--- src/sv/bdhtd_pkg.sv ---
// Package for the button debounce, hold and tap detector.
// Holds the register map, field widths and register reset values.
// No dependencies.
`timescale 1ns / 1ps

package bdhtd_pkg;

  // Field widths fixed by the interface.
  localparam int CFG_W  = 16;
  localparam int HOLD_W = 16;
  localparam int TAPS_W = 4;
  localparam int ADDR_W = 4;
  localparam int DATA_W = 32;

  // Register index, taken from paddr[3:2].
  typedef enum logic [1:0] {
    REG_DEBOUNCE    = 2'd0,
    REG_LONG_PRESS  = 2'd1,
    REG_SHORT_PRESS = 2'd2,
    REG_TAP_TIMEOUT = 2'd3
  } reg_idx_e;

  // Register reset values.
  localparam logic [CFG_W-1:0] DEBOUNCE_RST    = 16'd50;
  localparam logic [CFG_W-1:0] LONG_PRESS_RST  = 16'd1000;
  localparam logic [CFG_W-1:0] SHORT_PRESS_RST = 16'd300;
  localparam logic [CFG_W-1:0] TAP_TIMEOUT_RST = 16'd400;

endpackage

--- src/sv/button_debounce_hold_tap_detector.sv ---
// Button debouncer with press/release edges, long-hold flag and tap counter.
// Top level; uses bdhtd_pkg for the register map and field widths.
// Each input item is one tick: a raw sample and a clear-taps flag.
`timescale 1ns / 1ps

// One item is one millisecond tick and yields exactly one result item. An
// item passes an input register, then combinational compare-and-increment
// logic that updates the debounce, hold and tap counters and fills the result
// register, so the block takes one item per clock while the output is not
// stalled, and each result item is presented from the result register. The
// input register and the result register both hold while the output is
// stalled.
// Counters are COUNT_WIDTH bits, the tap counter TAP_COUNT_WIDTH bits, and
// all saturate; hold_ticks_o is clamped to 16 bits and taps_done_o to 4 bits.
// Registers sit on a 4-bit APB address at byte offsets 0, 4, 8 and 12 and
// should be written only while the block is idle.
module button_debounce_hold_tap_detector #(
  parameter int COUNT_WIDTH     = 16,
  parameter int TAP_COUNT_WIDTH = 4
) (
  input  logic                              clk_i,
  input  logic                              rst_ni,
  // Tick items.
  input  logic                              in_valid_i,
  output logic                              in_ready_o,
  input  logic                              raw_pressed_i,
  input  logic                              clear_taps_i,
  // Result items.
  output logic                              out_valid_o,
  input  logic                              out_ready_i,
  output logic                              pressed_o,
  output logic                              just_pressed_o,
  output logic                              just_released_o,
  output logic                              held_long_o,
  output logic [bdhtd_pkg::HOLD_W-1:0]      hold_ticks_o,
  output logic [bdhtd_pkg::TAPS_W-1:0]      taps_done_o,
  // Configuration.
  input  logic                              psel,
  input  logic                              penable,
  input  logic                              pwrite,
  input  logic [bdhtd_pkg::ADDR_W-1:0]      paddr,
  input  logic [bdhtd_pkg::DATA_W-1:0]      pwdata,
  output logic [bdhtd_pkg::DATA_W-1:0]      prdata,
  output logic                              pready
);

  localparam int CmpW = (COUNT_WIDTH > bdhtd_pkg::CFG_W) ? COUNT_WIDTH : bdhtd_pkg::CFG_W;
  localparam int TapCmpW =
      (TAP_COUNT_WIDTH > bdhtd_pkg::TAPS_W) ? TAP_COUNT_WIDTH : bdhtd_pkg::TAPS_W;
  localparam logic [COUNT_WIDTH-1:0]     CntMax = {COUNT_WIDTH{1'b1}};
  localparam logic [TAP_COUNT_WIDTH-1:0] TapMax = {TAP_COUNT_WIDTH{1'b1}};

  // ---------------------------------------------------------------------------
  // Configuration registers
  // ---------------------------------------------------------------------------
  logic [bdhtd_pkg::CFG_W-1:0] debounce_q, long_press_q, short_press_q, tap_timeout_q;
  bdhtd_pkg::reg_idx_e         reg_idx;
  logic                        cfg_we;

  assign pready  = 1'b1;
  assign reg_idx = bdhtd_pkg::reg_idx_e'(paddr[3:2]);
  assign cfg_we  = psel && penable && pwrite;

  always_ff @(posedge clk_i or negedge rst_ni) begin
    if (!rst_ni) begin
      debounce_q    <= bdhtd_pkg::DEBOUNCE_RST;
      long_press_q  <= bdhtd_pkg::LONG_PRESS_RST;
      short_press_q <= bdhtd_pkg::SHORT_PRESS_RST;
      tap_timeout_q <= bdhtd_pkg::TAP_TIMEOUT_RST;
    end else if (cfg_we) begin
      case (reg_idx)
        bdhtd_pkg::REG_DEBOUNCE:    debounce_q    <= pwdata[bdhtd_pkg::CFG_W-1:0];
        bdhtd_pkg::REG_LONG_PRESS:  long_press_q  <= pwdata[bdhtd_pkg::CFG_W-1:0];
        bdhtd_pkg::REG_SHORT_PRESS: short_press_q <= pwdata[bdhtd_pkg::CFG_W-1:0];
        bdhtd_pkg::REG_TAP_TIMEOUT: tap_timeout_q <= pwdata[bdhtd_pkg::CFG_W-1:0];
        default: ;
      endcase
    end
  end

  always_comb begin
    prdata = '0;
    case (reg_idx)
      bdhtd_pkg::REG_DEBOUNCE:    prdata = bdhtd_pkg::DATA_W'(debounce_q);
      bdhtd_pkg::REG_LONG_PRESS:  prdata = bdhtd_pkg::DATA_W'(long_press_q);
      bdhtd_pkg::REG_SHORT_PRESS: prdata = bdhtd_pkg::DATA_W'(short_press_q);
      bdhtd_pkg::REG_TAP_TIMEOUT: prdata = bdhtd_pkg::DATA_W'(tap_timeout_q);
      default:                    prdata = '0;
    endcase
  end

  // ---------------------------------------------------------------------------
  // Input register
  // ---------------------------------------------------------------------------
  logic s1_valid_q, raw_q, clr_q;
  logic s1_fire, out_free;

  assign out_free   = !out_valid_o || out_ready_i;
  assign s1_fire    = s1_valid_q && out_free;
  assign in_ready_o = !s1_valid_q || out_free;

  always_ff @(posedge clk_i or negedge rst_ni) begin
    if (!rst_ni) begin
      s1_valid_q <= 1'b0;
    end else if (in_ready_o) begin
      s1_valid_q <= in_valid_i;
    end
  end

  always_ff @(posedge clk_i) begin
    if (in_ready_o && in_valid_i) begin
      raw_q <= raw_pressed_i;
      clr_q <= clear_taps_i;
    end
  end

  // ---------------------------------------------------------------------------
  // Tick state and next-state logic
  // ---------------------------------------------------------------------------
  logic                       stable_q, stable_d;
  logic [COUNT_WIDTH-1:0]     mismatch_q, mismatch_d, mismatch_inc;
  logic [COUNT_WIDTH-1:0]     press_q, press_d, press_inc;
  logic [COUNT_WIDTH-1:0]     since_q, since_d;
  logic [TAP_COUNT_WIDTH-1:0] taps_q, taps_d;
  logic                       rise, fall, held_long;
  logic [CmpW-1:0]            press_ext;
  logic [TapCmpW-1:0]         taps_ext;
  logic [bdhtd_pkg::HOLD_W-1:0] hold_val;
  logic [bdhtd_pkg::TAPS_W-1:0] taps_val;

  assign mismatch_inc = (mismatch_q == CntMax) ? CntMax : mismatch_q + 1'b1;
  assign press_inc    = (press_q == CntMax) ? CntMax : press_q + 1'b1;

  always_comb begin
    // Debounce: a differing level is taken once it has differed for more
    // than the debounce time.
    stable_d   = stable_q;
    mismatch_d = '0;
    if (raw_q != stable_q) begin
      if (CmpW'(mismatch_inc) > CmpW'(debounce_q)) begin
        stable_d = raw_q;
      end else begin
        mismatch_d = mismatch_inc;
      end
    end

    rise = stable_d && !stable_q;
    fall = !stable_d && stable_q;

    // The tap timer runs every tick; a short press restarts it on release.
    since_d = (since_q == CntMax) ? CntMax : since_q + 1'b1;
    taps_d  = taps_q;
    if (fall && (CmpW'(press_inc) < CmpW'(short_press_q))) begin
      taps_d  = (taps_q == TapMax) ? TapMax : taps_q + 1'b1;
      since_d = '0;
    end

    // The press edge tick counts as zero held ticks.
    press_d = (stable_d && !rise) ? press_inc : '0;

    if (clr_q) begin
      taps_d  = '0;
      since_d = CntMax;
    end

    held_long = stable_d && !rise && (CmpW'(press_d) >= CmpW'(long_press_q));

    press_ext = CmpW'(press_d);
    if (!stable_d) begin
      hold_val = '0;
    end else if (press_ext > CmpW'({bdhtd_pkg::HOLD_W{1'b1}})) begin
      hold_val = '1;
    end else begin
      hold_val = press_ext[bdhtd_pkg::HOLD_W-1:0];
    end

    taps_ext = TapCmpW'(taps_d);
    if ((taps_d == '0) || stable_d ||
        !(CmpW'(since_d) > CmpW'(tap_timeout_q))) begin
      taps_val = '0;
    end else if (taps_ext > TapCmpW'({bdhtd_pkg::TAPS_W{1'b1}})) begin
      taps_val = '1;
    end else begin
      taps_val = taps_ext[bdhtd_pkg::TAPS_W-1:0];
    end
  end

  always_ff @(posedge clk_i or negedge rst_ni) begin
    if (!rst_ni) begin
      stable_q   <= 1'b0;
      mismatch_q <= '0;
      press_q    <= '0;
      since_q    <= CntMax;
      taps_q     <= '0;
    end else if (s1_fire) begin
      stable_q   <= stable_d;
      mismatch_q <= mismatch_d;
      press_q    <= press_d;
      since_q    <= since_d;
      taps_q     <= taps_d;
    end
  end

  // ---------------------------------------------------------------------------
  // Result register
  // ---------------------------------------------------------------------------
  always_ff @(posedge clk_i or negedge rst_ni) begin
    if (!rst_ni) begin
      out_valid_o <= 1'b0;
    end else if (out_free) begin
      out_valid_o <= s1_valid_q;
    end
  end

  always_ff @(posedge clk_i) begin
    if (s1_fire) begin
      pressed_o       <= stable_d;
      just_pressed_o  <= rise;
      just_released_o <= fall;
      held_long_o     <= held_long;
      hold_ticks_o    <= hold_val;
      taps_done_o     <= taps_val;
    end
  end

  // ---------------------------------------------------------------------------
  // Assertions
  // ---------------------------------------------------------------------------
  a_edges_exclusive: assert property (@(posedge clk_i) disable iff (!rst_ni)
    out_valid_o |-> !(just_pressed_o && just_released_o))
    else $error("press and release edges reported on the same item");

  a_edge_matches_level: assert property (@(posedge clk_i) disable iff (!rst_ni)
    (out_valid_o && just_pressed_o) |-> (pressed_o && hold_ticks_o == '0))
    else $error("press edge without pressed level or with nonzero hold count");

  a_held_long_level: assert property (@(posedge clk_i) disable iff (!rst_ni)
    (out_valid_o && held_long_o) |-> (pressed_o && !just_pressed_o))
    else $error("long hold flagged while released or on the press edge");

  a_taps_released: assert property (@(posedge clk_i) disable iff (!rst_ni)
    (out_valid_o && taps_done_o != '0) |-> (!pressed_o && hold_ticks_o == '0))
    else $error("tap count reported while the button is pressed");

  a_state_on_fire: assert property (@(posedge clk_i) disable iff (!rst_ni)
    s1_fire |=> (out_valid_o && pressed_o == stable_q))
    else $error("result level differs from the debounced state");

endmodule
--- config.mk ---
export PLATFORM = sky130hd
export DESIGN_NAME = button_debounce_hold_tap_detector
export DESIGN_NICKNAME = d
export VERILOG_FILES = /design/src/sv/bdhtd_pkg.sv /design/src/sv/button_debounce_hold_tap_detector.sv
export SDC_FILE = /design/constraint.sdc
export NUM_CORES = 1
export LEC_CHECK = 0
export BUFFER_PORTS_ARGS = -buffer_cell sky130_fd_sc_hd__buf_4
export CORE_UTILIZATION = 60
export CTS_BUF_LIST = sky130_fd_sc_hd__clkbuf_16
export DETAILED_ROUTE_END_ITERATION = 6
export GPL_TIMING_DRIVEN = 0
export PLACE_DENSITY = 0.79
export SETUP_SLACK_MARGIN = 0.5
export SYNTH_ARGS = -nofsm -noshare
export SYNTH_HDL_FRONTEND = slang
export SYNTH_SLANG_ARGS = --single-unit
--- constraint.sdc ---
create_clock -name clk_i -period 7.3 [get_ports clk_i]
set_input_delay 0 -clock clk_i [delete_from_list [all_inputs] [get_ports clk_i]]
set_output_delay 0 -clock clk_i [all_outputs]
set_load 0.05 [all_outputs]
==> results.toml, run 1 <==
[placement]
gp_congestion = 0.891
place_inst = 1183
portBuffers = 66
dp_hpwl_mm = 16.4
pre_cts_ws_ns = 0.823
dpl_cell_area_sq_mm = 0.00992

[layout]
n_antenna_cell = 0
stdcell_area_sq_mm = 0.0107
drive_above_1_share_pct = 23.5
finalNonFillerCells = 1241
final_cell_mix = "87 x nand2_1, 87 x dfrtp_1, 86 x buf_4"
nNetsFinal = 1156
synthToLayoutAreaGrowth_pct = 18.0

[sta]
worst_slack_ns = 0.991
min_period_ns = 6.31
holdWs_ns = 0.0973
slew_headroom_pct = 37.1
setup_viol = 0
setup-tns-final_ns = 0
tightest_slew_ns = 0.940
finalHoldViolCount = 0
slew_viol_final = 0
timing.final.crit_share_pct = 86.4
max_freq_mhz = 159
skew_ns = 0.00956
rsz0062_at_grt = "no"

[clocking]
cts-root-buf = "clkbuf_16"
clkLatencyLatePin_ns = 0.42
cts_buffer_depth = 2
cts_sinks = 145
cts_buffers = 17
cts_tree = "built"
clkTransAtPathRegs_ns = 0.06
cts.htree.levels = 4

[setup_path]
required_ns = 7.48
worstReg2RegEnd = "taps_done_o[2]"
end_kind = "flop"
r2r_setup_slack_ns = 0.99
path_class = "flop to flop"
r2r_cells = 23
critPathMaxFanout = 10
cp.arrival_ns = 6.49
r2r_start = "press_q[3]"
cp-start-kind = "flop"

[global_route]
grt_pass1_vias = 7198
gr-total-overflow = 0
grt.total_usage_pct = 31.0
antenna_found_initial = 0
grt_max_degree = 64
grt_pass1_wl_mm = 37.4

[die]
fp.coreArea_sq_mm = 0.0147
die_w_microns = 125
ios = 104
dieArea_sq_mm = 0.0157
start_util_pct = 62.0
rows = 44
die_h_microns = 125

[synth]
yosysWarnings = 0
synth_cells = 917
synthFlopType = "dfrtp_1"
synthArstFlopShare_pct = 82.1
synth_edf_count = 26
syn_area_per_cell_sq_um = 9.93
syn_area_sq_mm = 0.00911
ys_top_cells_by_area = "dfrtp_1 24%, dfstp_2 9.2%, ha_1 9.2%, edfxtp_1 8.6%, mux2_2 6.1%"
yosysTopAreaCell = "dfrtp_1"
synth.top_cell.area_share_pct = 23.9
synthDistinctLibCells = 63
ys_seq_elements = 145
synth-seq-area-share_pct = 41.7

[power_and_ir_drop]
p_int_mw = 1.96
ir_drop_v = 0.000212
leakage_nw = 4.94
p_sw_share_pct = 36.9
seqPwrFrac_pct = 36.7
power_density_mw_per_mm2 = 288
switchingPower_mw = 1.14
clockPowerShare_pct = 26.8
combPwrFrac_pct = 36.5

[min_path]
worstHoldStart = "penable"
hold_path_end = "debounce_q[0]"
min_path_cells = 4
hp-class = "primary input to flop"

[route]
drc = 5
vias = 7535
first_iter_violations = 579
ant_nets = 0
wl_per_cell_microns = 19.0
first_pass_iters = 7
routed_via_density = 6.07
routed_wl_mm = 23.5

[run]
cap_viol_max_count = 0

[run_status]
outcome = "complete, but fails checks"
violations = "design-rule violations"
==> area by class of cell <==
type                            count  area, sq um
Sequential cell                   145         3800
Clock inverter                     15          133
Timing Repair Buffer               93          777
Tap cell                          184          230
Inverter                           70          263
Multi-Input combinational cell    656         4780
Buffer                             61          338
Fill cell                        1042         3960
Clock buffer                       17          425
==> per-stage QoR <==
step,utilization [%],power (mW)
floorplan,-,1.95
global placement,67.3,2.20
detailed placement,67.5,2.23
CTS,72.8,3.07
global route,73.1,3.25
finish,73.1,3.10
==> cells in the mapped netlist (all sizes together), types with 4 or more instances <==
cell / number
nor3: 17
and4: 5
nand3: 30
nand2b: 10
a31oi: 14
xor2: 13
clkbuf: 26
inv: 70
and3: 11
nor3b: 5
a211oi: 6
dfstp: 32
mux2: 49
a21o: 9
and2: 4
nand2: 87
mux4: 16
xnor2: 16
nor2: 53
nand4: 17
nor2b: 11
dfrtp: 87
or2: 6
buf: 35
a22o: 11
o21a: 8
o31ai: 6
a21oi: 64
edfxtp: 26
o21ai: 62
o22a: 11
ha: 67
==> registers in the layout, indices dropped and copies added (netlist names) <==
| signal | flops |
|---|---|
| press_q | 16 |
| clr_q | 1 |
| just_pressed_o | 1 |
| hold_ticks_o | 16 |
| raw_q | 1 |
| taps_done_o | 4 |
| just_released_o | 1 |
| out_valid_o | 1 |
| tap_timeout_q | 16 |
| taps_q | 4 |
| held_long_o | 1 |
| since_q | 16 |
| stable_q | 1 |
| pressed_o | 1 |
| short_press_q | 16 |
| long_press_q | 16 |
| mismatch_q | 16 |
| s1_valid_q | 1 |
| debounce_q | 16 |
==> per-layer routing <==
layer | vias to the layer above | share of wire [%] | global-route usage, %
met1 | 3647 | 43 | 41.4
met2 | 326 | 47 | 49.8
met5 | - | 0 | 0
met4 | 0 | 3.4 | 13.1
li1 | 3514 | - | -
met3 | 48 | 7.4 | 6.03
==> power by group through the flow <==
| stage | Clock, mW | Sequential [mW] | Combinational (mW) |
|---|---|---|---|
| CTS | 0.835 | 1.13 | 1.11 |
| finish | 0.830 | 1.14 | 1.13 |
| global placement | 0 | 1.13 | 1.07 |
| detailed placement | 0 | 1.13 | 1.10 |
| global route | 0.868 | 1.15 | 1.23 |
| floorplan | 0 | 1.12 | 0.827 |
==> critical path, cell delays in order (launching register included) <==
cell and delay (ns):
dfrtp_1 0.43, and4_1 0.27, and4_4 0.23, nand2_1 0.09, buf_2 0.22, buf_1 0.40, clkbuf_1 0.38, nand2_1 0.13
ha_1 0.34, a21oi_1 0.14, o21ai_0 0.09, a221oi_1 0.33, o2111ai_1 0.30, nor3_4 0.32, clkbuf_1 0.36, o21ai_0 0.20
ha_1 0.34, a211oi_1 0.24, o21ai_0 0.12, o221ai_1 0.19, a21oi_1 0.11, o31ai_2 0.42, a211oi_1 0.16, and3_1 0.23
==> cells by family (layout without fill, tap and decap cells) <==
family | Yosys count | after routing | synth area share, %
AOI/OAI and AO/OA | 213 | 213 | 15.2
xor gates and xnor gates | 29 | 29 | 2.79
adders and majority gates | 67 | 67 | 9.20
buffers and inverters | 131 | 256 | 6.57
DFF | 145 | 145 | 41.7
muxes | 68 | 68 | 10.3
other | 2 | 17 | 0.0824
and+or+nand+nor | 262 | 262 | 14.1
==> worst max-delay path by stage <==
stage | startpoint | end | slack (ns) | depth (start not counted)
after floorplan | mismatch_q[0] | taps_done_o[2] | 2.10 | 22
after global placement | mismatch_q[0] | taps_done_o[2] | 0.98 | 22
after detailed placement | mismatch_q[0] | taps_done_o[2] | 0.82 | 22
after CTS | mismatch_q[0] | taps_done_o[2] | 0.79 | 22
after global routing | press_q[3] | taps_done_o[2] | 0.58 | 23
final | press_q[3] | taps_done_o[2] | 0.99 | 23
==> repair_timing <==
| action | CTS | global route |
|---|---|---|
| resized for setup | 0 | 4 |
| hold buffers | 22 | 0 |
| hold endpoints to repair | 126 | 0 |
| buffers inserted | 0 | 4 |
| setup endpoints to repair | 0 | 3 |
Power figures use the tool's default switching activity.
==> run 2, diff against run 1 <==
--- a/config.mk
+++ b/config.mk
@@ -10,6 +10,7 @@
 export CTS_BUF_LIST = sky130_fd_sc_hd__clkbuf_16
 export DETAILED_ROUTE_END_ITERATION = 6
 export GPL_TIMING_DRIVEN = 0
+export MAX_ROUTING_LAYER = met4
 export PLACE_DENSITY = 0.79
 export SETUP_SLACK_MARGIN = 0.5
 export SYNTH_ARGS = -nofsm -noshare
==> constraint.sdc (replaced) <==
create_clock -name clk_i -period 7.3 [get_ports clk_i]
set_input_delay 0.73 -clock clk_i [delete_from_list [all_inputs] [get_ports clk_i]]
set_output_delay 0.73 -clock clk_i [all_outputs]
set_load 0.05 [all_outputs]
==> run 2 against run 1 <==
  * The run still ends with design-rule violations left
  * Total power is 0.68% lower
  * Cell count down 2.1%
  * Flip-flop and latch count did not move
  * Count of clock-buffer cells in the layout did not move
  * Sequential power barely moved
  * Critical path depth decreased by 1
  * Sequential share of layout area up 0.85 points
  * Largest cell class unchanged
==> results.toml, run 2 (same netlist as run 1, synthesis figures left out) <==
[power_and_ir_drop]
ir_drop_v = 0.000214
combPwrFrac_pct = 36.2
clockPowerShare_pct = 27.0
power_density_mw_per_mm2 = 293
power_mw = 3.08
p_int_mw = 1.95
seqPwrFrac_pct = 36.8
switchingPower_mw = 1.13
p_sw_share_pct = 36.7
leakage_nw = 4.83

[placement]
dpl_cell_area_sq_mm = 0.00992
pre_cts_ws_ns = 0.823
portBuffers = 66
dp_hpwl_mm = 16.4
gp_congestion = 0.906

[layout]
drive_above_1_share_pct = 23.6
n_antenna_cell = 0
post-route-util_pct = 71.4
stdcell_area_sq_mm = 0.0105
final_cell_mix = "87 x nand2_1, 87 x dfrtp_1, 82 x buf_4"
nNetsFinal = 1130
fill_cells = 1072
synthToLayoutAreaGrowth_pct = 15.2

[die]
start_util_pct = 62.0
fp.coreArea_sq_mm = 0.0147
ios = 104
rows = 44
die_h_microns = 125
die_w_microns = 125
dieArea_sq_mm = 0.0157

[global_route]
antenna_found_initial = 0
gr-total-overflow = 0
grt_max_degree = 64
grt.total_usage_pct = 30.7
grt_pass1_vias = 7010
grt_pass1_wl_mm = 36.1

[clocking]
hold_buffers = 0
cts_sinks = 145
cts-root-buf = "clkbuf_16"
cts_tree = "built"
cts_buffer_depth = 2
ctsResizeCount = 0
cts.htree.levels = 4
cts_buffers = 17
cts_setup_buffers = 0
clkTransAtPathRegs_ns = 0.06
clkLatencyLatePin_ns = 0.43

[sta]
slew_viol_final = 0
setup_viol = 0
max_freq_mhz = 158
rsz0062_at_grt = "no"
tightest_slew_ns = 0.909
setup-tns-final_ns = 0
skew_ns = 0.0102
timing.final.crit_share_pct = 86.8
slew_headroom_pct = 39.2
worst_slack_ns = 0.965
min_period_ns = 6.34
finalHoldViolCount = 0

[run]
cap_viol_max_count = 0

[route]
first_iter_violations = 691
wl_per_cell_microns = 18.5
routed_wl_mm = 22.5
drc = 5
first_pass_iters = 7
ant_nets = 0
routed_via_density = 6.11
vias = 7419

[setup_path]
path_class = "flop to flop"
cp.arrival_ns = 6.52
required_ns = 7.48
critPathMaxFanout = 10
cp-start-kind = "flop"
end_kind = "flop"

[min_path]
hp-class = "primary input to asynchronous set/reset pin"

[run_status]
violations = "design-rule violations"
outcome = "complete, but fails checks"
-- run 2: cell types whose count changed in the layout (fill, tap and decap cells not counted), sizes merged --
cell,change
dlygate4sd3,-22
clkbuf,-1
buf,-3
-- run 2: final timing paths --
kind                          startpoint              to  slack (ns)  cells after the start
max                        mismatch_q[0]  taps_done_o[2]        0.96                     22
min                               rst_ni   mismatch_q[0]        0.26                      1
max reg2reg                mismatch_q[0]  taps_done_o[2]        0.96                     22
min reg2reg                   s1_valid_q     out_valid_o        0.50                      1
max in group asynchronous         rst_ni      since_q[9]        6.28                      2
min in group clk_i          clear_taps_i           clr_q        0.48                      1
-- run 2: metal layers --
metal | up-vias | routed length [microns] | track usage [%]
li1 | 3468 | - | -
met4 | 0 | 498 | 10.2
met2 | 290 | 10500 | 48.4
met3 | 34 | 1650 | 5.09
met5 | - | 0 | -
met1 | 3627 | 9880 | 40.6
-- run 2: through the flow --
stage	std cells	hold WS, ns
finish	1215	0.264
global route	1215	0.306
CTS	1215	0.293
detailed placement	1183	0.483
global placement	1182	0.477
floorplan	932	0.434
-- run 2: area by class of cell --
| cell class | instances | area [sq um] | area share, % |
|---|---|---|---|
| Clock inverter | 15 | 133 | 1.26 |
| Multi-Input combinational cell | 656 | 4780 | 45.6 |
| Inverter | 70 | 263 | 2.50 |
| Sequential cell | 145 | 3800 | 36.2 |
| Clock buffer | 17 | 425 | 4.05 |
| Tap cell | 184 | 230 | 2.19 |
| Buffer | 61 | 337 | 3.21 |
| Timing Repair Buffer | 67 | 527 | 5.02 |
-- run 2: critical path: stages (launching register included) --
cell	delay, ns
dfrtp_1	0.41
ha_1	0.27
and3_1	0.22
nand3_1	0.24
or3_1	0.16
clkbuf_1	0.37
buf_1	0.37
nand3_1	0.15
ha_1	0.35
a21oi_1	0.30
a2111oi_4	0.14
a2111oi_4	0.67
nor3_4	0.15
clkbuf_1	0.26
o21ai_0	0.27
ha_1	0.30
a211oi_1	0.23
o21ai_0	0.11
o221ai_1	0.19
a21oi_1	0.11
o31ai_2	0.41
a211oi_1	0.16
and3_1	0.23
-- run 2: power by group through the flow --
| stage | Sequential [mW] | Combinational (mW) | Clock (mW) |
|---|---|---|---|
| 6_report | 1.13 | 1.11 | 0.832 |
| 5_1_grt | 1.15 | 1.22 | 0.869 |
| 4_1_cts | 1.13 | 1.10 | 0.835 |
| 3_5_place_dp | 1.13 | 1.10 | 0 |
| 3_3_place_gp | 1.13 | 1.07 | 0 |
| 2_1_floorplan | 1.12 | 0.827 | 0 |
